`src/rtl/core/ces_pkg.sv`:
```
// ----------------------------------------------------------------------------
// ces_pkg
// Shared types and codes for the calculator entry stack: command codes,
// datapath operations, status codes and the control/status structs.
// ----------------------------------------------------------------------------
package ces_pkg;

  localparam int unsigned OperandW = 32;
  localparam int unsigned CountW   = 4;

  typedef enum logic [2:0] {
    CMD_DIGIT = 3'd0,
    CMD_PUSH  = 3'd1,
    CMD_POP   = 3'd2,
    CMD_REPL  = 3'd3,
    CMD_SWAP  = 3'd4,
    CMD_CLEAR = 3'd5
  } cmd_e;

  typedef enum logic [1:0] {
    ST_OK    = 2'd0,
    ST_UNDER = 2'd1,
    ST_OVER  = 2'd2
  } status_e;

  typedef enum logic [2:0] {
    OP_NONE  = 3'd0,
    OP_DIGIT = 3'd1,
    OP_PUSH  = 3'd2,
    OP_POP   = 3'd3,
    OP_REPL  = 3'd4,
    OP_SWAP  = 3'd5,
    OP_CLEAR = 3'd6
  } stack_op_e;

  // controller -> datapath
  typedef struct packed {
    logic      load;    // capture command and operand
    logic      exec;    // apply op to the stack, register result
    stack_op_e op;
    status_e   status;
  } ctl_cmd_t;

  // datapath -> controller
  typedef struct packed {
    logic [2:0] cmd;
    logic       empty;
    logic       full;
    logic       lt2;
  } dp_stat_t;

endpackage

```
`src/rtl/core/calculator_entry_stack.sv`:
```
// ----------------------------------------------------------------------------
// calculator_entry_stack
// Operand stack of a reverse-Polish calculator: digit entry, push, pop,
// replace, swap and clear, one result per command.
// ----------------------------------------------------------------------------
// Usage:
//   A command (cmd_i, operand_i) transfers in at a rising edge where start
//   is high and busy is low. busy is high in the cycle after that,
//   while the stack is updated; the result then shows for exactly one cycle
//   with valid_o high, and start may already be taken in that same cycle.
//   On transfer the command and operand are captured; while busy the
//   operation is applied to the entry registers and no new command is taken
//   (top kept in slot 0, so every command is a single parallel shift or
//   rewrite, with the x10 digit step in the same cycle).
//   The receiver cannot stall; a result not taken in its strobe cycle is
//   gone. entry_count_o carries the low four bits of the occupancy.
//   Reset empties the stack and zeroes every entry at once; a command may be
//   issued in the first cycle after reset is released.
// ----------------------------------------------------------------------------
module calculator_entry_stack #(
  parameter int unsigned DEPTH = 8
) (
  input  logic                clk_i,
  input  logic                rst_ni,
  input  logic                start,
  output logic                busy,
  input  logic [2:0]          cmd_i,
  input  logic signed [31:0]  operand_i,
  output logic                valid_o,
  output logic signed [31:0]  top_value_o,
  output logic signed [31:0]  popped_value_o,
  output logic [3:0]          entry_count_o,
  output logic                is_empty_o,
  output logic                is_full_o,
  output logic [1:0]          status_o
);
  import ces_pkg::*;

  ctl_cmd_t ctl;
  dp_stat_t stat;

  ces_ctrl u_ctrl (
    .clk_i   (clk_i),
    .rst_ni  (rst_ni),
    .start   (start),
    .busy    (busy),
    .valid_o (valid_o),
    .stat_i  (stat),
    .ctl_o   (ctl)
  );

  ces_dp #(
    .DEPTH (DEPTH)
  ) u_dp (
    .clk_i          (clk_i),
    .rst_ni         (rst_ni),
    .cmd_i          (cmd_i),
    .operand_i      (operand_i),
    .ctl_i          (ctl),
    .stat_o         (stat),
    .top_value_o    (top_value_o),
    .popped_value_o (popped_value_o),
    .entry_count_o  (entry_count_o),
    .is_empty_o     (is_empty_o),
    .is_full_o      (is_full_o),
    .status_o       (status_o)
  );

endmodule

```
`src/rtl/core/ces_ctrl.sv`:
```
// ----------------------------------------------------------------------------
// ces_ctrl
// Command sequencer: takes a transfer in, decodes it against the stack
// occupancy and issues one datapath operation, then strobes the result.
// ----------------------------------------------------------------------------
module ces_ctrl (
  input  logic            clk_i,
  input  logic            rst_ni,
  input  logic            start,
  output logic            busy,
  output logic            valid_o,
  input  ces_pkg::dp_stat_t stat_i,
  output ces_pkg::ctl_cmd_t ctl_o
);
  import ces_pkg::*;

  typedef enum logic [1:0] {
    S_IDLE = 2'b01,
    S_EXEC = 2'b10
  } state_e;

  state_e state_q, state_d;
  logic   valid_q, valid_d;
  cmd_e   cmd;

  assign cmd = cmd_e'(stat_i.cmd);

  always_comb begin
    state_d = state_q;
    valid_d = 1'b0;
    case (state_q)
      S_IDLE: begin
        if (start) state_d = S_EXEC;
      end
      S_EXEC: begin
        state_d = S_IDLE;
        valid_d = 1'b1;
      end
      default: state_d = S_IDLE;
    endcase
  end

  // decode against occupancy; a failed command leaves the stack alone
  always_comb begin
    ctl_o.load   = (state_q == S_IDLE) && start;
    ctl_o.exec   = (state_q == S_EXEC);
    ctl_o.op     = OP_NONE;
    ctl_o.status = ST_OK;
    case (cmd)
      CMD_DIGIT: ctl_o.op = OP_DIGIT;
      CMD_PUSH: begin
        if (stat_i.full) ctl_o.status = ST_OVER;
        else             ctl_o.op     = OP_PUSH;
      end
      CMD_POP: begin
        if (stat_i.empty) ctl_o.status = ST_UNDER;
        else              ctl_o.op     = OP_POP;
      end
      CMD_REPL: begin
        if (stat_i.empty) ctl_o.status = ST_UNDER;
        else              ctl_o.op     = OP_REPL;
      end
      CMD_SWAP: begin
        if (stat_i.lt2) ctl_o.status = ST_UNDER;
        else            ctl_o.op     = OP_SWAP;
      end
      CMD_CLEAR: begin
        if (!stat_i.empty) ctl_o.op = OP_CLEAR;
      end
      default: ctl_o.op = OP_NONE;
    endcase
  end

  always_ff @(posedge clk_i or negedge rst_ni) begin
    if (!rst_ni) begin
      state_q <= S_IDLE;
      valid_q <= 1'b0;
    end else begin
      state_q <= state_d;
      valid_q <= valid_d;
    end
  end

  assign busy    = (state_q == S_EXEC);
  assign valid_o = valid_q;

endmodule

```
`src/rtl/core/ces_dp.sv`:
```
// ----------------------------------------------------------------------------
// ces_dp
// Stack datapath: a shift-line of entries with the top at slot 0, the
// occupancy counter, the digit accumulator and the result registers.
// ----------------------------------------------------------------------------
module ces_dp #(
  parameter int unsigned DEPTH = 8
) (
  input  logic                         clk_i,
  input  logic                         rst_ni,
  input  logic [2:0]                   cmd_i,
  input  logic signed [31:0]           operand_i,
  input  ces_pkg::ctl_cmd_t            ctl_i,
  output ces_pkg::dp_stat_t            stat_o,
  output logic signed [31:0]           top_value_o,
  output logic signed [31:0]           popped_value_o,
  output logic [3:0]                   entry_count_o,
  output logic                         is_empty_o,
  output logic                         is_full_o,
  output logic [1:0]                   status_o
);
  import ces_pkg::*;

  localparam int unsigned CntW = $clog2(DEPTH + 1);

  // slots at or beyond the count always hold zero
  logic [OperandW-1:0] ent_q [DEPTH];
  logic [OperandW-1:0] ent_d [DEPTH];
  logic [CntW-1:0]     count_q, count_d;
  logic [2:0]          cmd_q;
  logic [OperandW-1:0] opnd_q;
  logic [OperandW-1:0] popped_q, popped_d;
  status_e             status_q;
  logic [OperandW-1:0] digit_sum;

  assign digit_sum = (ent_q[0] << 3) + (ent_q[0] << 1) + opnd_q;

  always_comb begin
    for (int i = 0; i < DEPTH; i++) ent_d[i] = ent_q[i];
    count_d  = count_q;
    popped_d = '0;
    case (ctl_i.op)
      OP_DIGIT: begin
        ent_d[0] = digit_sum;
        if (count_q == '0) count_d = CntW'(1);
      end
      OP_PUSH: begin
        for (int i = 1; i < DEPTH; i++) ent_d[i] = ent_q[i-1];
        ent_d[0] = '0;
        count_d  = count_q + CntW'(1);
      end
      OP_POP: begin
        popped_d = ent_q[0];
        for (int i = 0; i < DEPTH - 1; i++) ent_d[i] = ent_q[i+1];
        ent_d[DEPTH-1] = '0;
        count_d        = count_q - CntW'(1);
      end
      OP_REPL: ent_d[0] = opnd_q;
      OP_SWAP: begin
        ent_d[0] = ent_q[1];
        ent_d[1] = ent_q[0];
      end
      OP_CLEAR: begin
        for (int i = 0; i < DEPTH; i++) ent_d[i] = '0;
        count_d = CntW'(1);
      end
      default: ;
    endcase
  end

  always_ff @(posedge clk_i or negedge rst_ni) begin
    if (!rst_ni) begin
      for (int i = 0; i < DEPTH; i++) ent_q[i] <= '0;
      count_q  <= '0;
      popped_q <= '0;
      status_q <= ST_OK;
    end else if (ctl_i.exec) begin
      for (int i = 0; i < DEPTH; i++) ent_q[i] <= ent_d[i];
      count_q  <= count_d;
      popped_q <= popped_d;
      status_q <= ctl_i.status;
    end
  end

  always_ff @(posedge clk_i) begin
    if (ctl_i.load) begin
      cmd_q  <= cmd_i;
      opnd_q <= operand_i;
    end
  end

  assign stat_o.cmd   = cmd_q;
  assign stat_o.empty = (count_q == '0);
  assign stat_o.full  = (count_q == CntW'(DEPTH));
  assign stat_o.lt2   = (count_q < CntW'(2));

  assign top_value_o    = ent_q[0];
  assign popped_value_o = popped_q;
  assign entry_count_o  = CountW'(count_q);
  assign is_empty_o     = stat_o.empty;
  assign is_full_o      = stat_o.full;
  assign status_o       = status_q;

endmodule
```
`config.mk`:
```
export PLATFORM = sky130hd
export DESIGN_NAME = calculator_entry_stack
export DESIGN_NICKNAME = d
export VERILOG_FILES = /design/src/rtl/core/ces_pkg.sv /design/src/rtl/core/calculator_entry_stack.sv /design/src/rtl/core/ces_ctrl.sv /design/src/rtl/core/ces_dp.sv
export SDC_FILE = /design/constraint.sdc
export NUM_CORES = 1
export LEC_CHECK = 0
export BUFFER_PORTS_ARGS = -buffer_cell sky130_fd_sc_hd__buf_4
export CORE_MARGIN = 5
export CORE_UTILIZATION = 50
export CTS_CLUSTER_DIAMETER = 50
export DETAILED_ROUTE_END_ITERATION = 16
export HOLD_SLACK_MARGIN = 0.08
export PLACE_DENSITY = 0.68
export SYNTH_ARGS = -nofsm -noshare
export SYNTH_HDL_FRONTEND = slang
export SYNTH_HIERARCHICAL = 1
export SYNTH_SLANG_ARGS = --single-unit
```
`constraint.sdc`:
```
create_clock -name clk_i -period 4.7 [get_ports clk_i]
set_input_delay 1.41 -clock clk_i [delete_from_list [all_inputs] [get_ports clk_i]]
set_output_delay 1.41 -clock clk_i [all_outputs]
set_load 0.01 [all_outputs]
```
==> metrics.md <==
| Metric | Value |
|---|---|
| DR iter-0 viols | 1,377 |
| Post_cts resized | 0 |
| Pre-antenna DRT Iters | 5 |
| Mapped Area | 16,500 µm² |
| Net count, final | 1,615 |
| Commonest non-fill, non-tap cells in the layout | 296 x dfrtp_1, 162 x and3_1, 162 x a221o_1 |
| Max Fclk | 0.246 GHz |
| Ratio of final minimum period to clock period | 86.5% |
| Multi-input logic area | 7120 µm² |
| Status | finished clean |
| Total CTS buffers | 38 |
| Top area cells in the synthesized netlist | dfrtp_1 45%, a221o_1 9.8%, edfxtp_1 6.4%, and3_1 6.1%, fa_1 3.6% |
| CTS max path bufs | 3 |
| Final Hold Fails | 0 |
| Clock skew | 0.0220 ns |
| Dpl ws | 0.683 ns |
| Reg area | 8480 µm² |
| Vias in the first global route | 11,500 |
| ANT cells | 0 |
| Post-CTS setup buffer count | 0 |
| I/O Buffers | 111 |
| Hold path startpoint | u_dp/ent_q[18]$_DFFE_PN0P_ |
| Max VDD drop | 0.306 mV |
| Die height | 192 µm |
| Clock sink count | 332 |
| Slew HR | 27.8% |
| Detail Route Antenna Nets | 0 |
| Hpwl dp | 25.1 mm |
| Grt ovf | 0 |
| Total Routing Usage GR | 20.7% |
| Worst hold endpoint | u_dp/ent_q[18]$_DFFE_PN0P_ |
| YS warnings | 6 |
| Core area | 32,500 µm² |
| Total Wirelength | 39.0 mm |
| Post-synth top area share | 44.9% |
| Routed length per instance | 19.7 µm |
| Worst Setup Start Kind | flip-flop |
| Initial antenna violation count | 0 |
| CP cell instances | nor4_1 -> buf_4 -> nor4bb_1 -> or3_1 -> clkinv_1 -> nor2_1 -> and2_4 -> ha_1 -> a21o_1 -> a21oi_1 -> xnor2_1 -> o21ai_0 -> a22o_1 |
| Unrepaired setup endpoints after global routing | false |
| Arrival time at the worst endpoint | 4.48 ns |
| DRC viols | 0 |
| Crit path kind | reg -> reg |
| Initial Util | 50.8% |
| Leading area contributor after synthesis | dfrtp_1 |
| Post-Synthesis Cells | 1,508 |
| Hold Crit Depth | 1 |
| Io pins | 112 |
| Register clock-pin slew on the reported worst setup and hold paths | 0.06 ns |
| Tmin final | 4.06 ns |
| Post-synthesis sequential area ratio | 51.4% |
| CTS tree | done |
| Hold Path Class | reg -> reg |
| Post-synth EDFFs | 35 |
| Die area | 36,800 µm² |
| Fill count | 2,668 |
| Syn Nets | 1,609 |
| First-pass GRT wire length | 63.2 mm |
| Share of layout cells above drive strength 1 | 14.5% |
| Final setup vio count | 0 |
| Site Rows | 66 |
| Leakage | 0.00904 µW |
| Worst slew pin tran | 1.08 ns |
| RR Startpoint | u_dp/entry_count_o[1]$_DFFE_PN0P_ |
| PwrDens | 610 nW/µm² |
| Clk_lat worst skew | 0.52 ns |
| Largest net degree at the start of global routing | 178 |
| Max-Cap Viols | 0 |
| Count of cell types in the netlist | 62 |
| Pins Over Slew Limit | 0 |
| Async S/R FF share, synth | 89.5% |
| Critical path fanouts, max | 21 |
| Critical path's largest stage delay | 0.67 ns |
| Worst endpoint required time | 5.11 ns |
| Reg2reg end | u_dp/entry_count_o[3]$_DFFE_PN0P_ |
| Crit. End Element | flip-flop |
| Setup TNS | 0 ns |
| Die W | 192 µm |
| RePlAce Congestion | 0.860 |
| Root buffer cell | clkbuf_16 |
| Via/cell ratio | 6.16 |
| Ys flop type | dfrtp_1 |
| Worst setup margin | 0.637 ns |
| CP max-delay cell | or3_1 |
| Hold Buf Count CTS | 0 |
| Layout area overhead | 14.2% |
| Syn_area_per_cell | 11.0 µm² |
| Via count | 12,200 |
| R2r setup slk | 0.64 ns |
| Synth Register Bits | 332 |
| R2r worst-path depth | 13 |
| Most common cell after layout, fill and taps aside | dfrtp_1 |
| H-tree depth | 2 |
-- through the flow --
stage	cell area, µm²	cells	total power (µW)	util, %	hold WS (ns)
floorplan	16500	1508	7040	-	0.430
global placement	17500	1916	8220	53.6	0.474
detailed placement	17500	1916	8250	53.6	0.475
CTS	18900	1986	11500	57.9	0.493
global route	18900	1986	12200	57.9	0.504
finish	18900	1986	11500	57.9	0.488
-- worst max-delay path by stage --
stage / endpoint / start / slack [ns] / depth (start not counted)
after global routing: u_dp/entry_count_o[3]$_DFFE_PN0P_ / u_dp/entry_count_o[1]$_DFFE_PN0P_ / 0.33 / 13
final: u_dp/entry_count_o[3]$_DFFE_PN0P_ / u_dp/entry_count_o[1]$_DFFE_PN0P_ / 0.64 / 13
after CTS: u_dp/entry_count_o[3]$_DFFE_PN0P_ / u_dp/entry_count_o[1]$_DFFE_PN0P_ / 0.65 / 13
after detailed placement: u_dp/entry_count_o[3]$_DFFE_PN0P_ / u_dp/entry_count_o[1]$_DFFE_PN0P_ / 0.68 / 13
after global placement: u_dp/entry_count_o[3]$_DFFE_PN0P_ / u_dp/entry_count_o[1]$_DFFE_PN0P_ / 0.90 / 13
after floorplan: u_dp/entry_count_o[3]$_DFFE_PN0P_ / u_dp/entry_count_o[1]$_DFFE_PN0P_ / 0.69 / 17
-- routing by layer --
metal	track usage [%]	share of wire [%]	vias up
li1	-	-	5745
met1	33.4	49	6082
met2	29.6	43	359
met3	3.16	5.9	52
met4	4.45	1.7	0
met5	0	0	-
-- registers in the layout (all words and copies together), names as in the netlist --
register	cells
u_ctrl/state_q	2
u_dp/cmd_q	3
u_dp/popped_value_o	32
u_dp/ent_q	224
u_dp/entry_count_o	4
u_dp/opnd_q	32
u_ctrl/valid_o	1
u_dp/status_o	2
u_dp/top_value_o	32
-- cells by family (layout without fill, tap and decap cells) --
logic type | Yosys count | in the layout | share of synthesized area (%)
AO/OA/AOI/OAI | 473 | 473 | 22.1
XOR/XNOR | 31 | 31 | 1.64
adder cells (fa/ha/maj) | 63 | 63 | 6.14
buffers and inverters | 218 | 254 | 5.86
AND/OR/NAND/NOR | 381 | 381 | 12.2
multiplexers | 10 | 10 | 0.652
flip-flops | 332 | 332 | 51.4
-- cell type report --
class,instances,area share [%]
sequential,332,45.0
clock inverter,21,1.55
multi-input combinational,958,37.8
clock buffer,49,5.86
tap,442,2.93
timing repair buffer,134,5.91
inverter,50,0.996
-- Yosys cell counts (3+ instances only) --
cell and instances:
a22o_1 34, o22ai_1 12, dfrtp_1 296, mux2i_1 4, a21oi_2 3, nor4b_1 3
xor2_1 16, o21a_1 4, nand2_1 95, nor2b_1 4, edfxtp_1 35, o211ai_1 4
a221o_1 162, buf_1 5, nor3_1 3, and2_1 4, clkbuf_1 118, nand4_1 9
a21oi_1 40, a22oi_1 35, fa_1 30, nand3_1 47, a31oi_1 5, a222oi_1 15
o21ai_0 116, mux2_2 6, nor2_1 41, buf_4 35, xnor2_1 15, ha_1 33
buf_2 9, a221oi_1 9, a21o_1 11, inv_1 49, and3_1 162, o2111ai_1 3
a211oi_1 4
-- critical path, delay by kind of cell (launching register included) --
kind / cells / cell delay, ns
flip-flops: 1 / 0.43
adder cells (fa/ha/maj): 1 / 0.27
XOR/XNOR: 1 / 0.16
AO/OA/AOI/OAI: 4 / 0.68
AND/OR/NAND/NOR: 5 / 1.76
buffers and inverters: 2 / 0.65
-- power by group --
group | switching [µW] | total (µW) | internal (µW)
registers | 480 | 3620 | 3140
clock network | 1190 | 3200 | 2010
logic | 2740 | 4680 | 1940
total | 4410 | 11500 | 7080
Power figures use the tool's default switching activity.
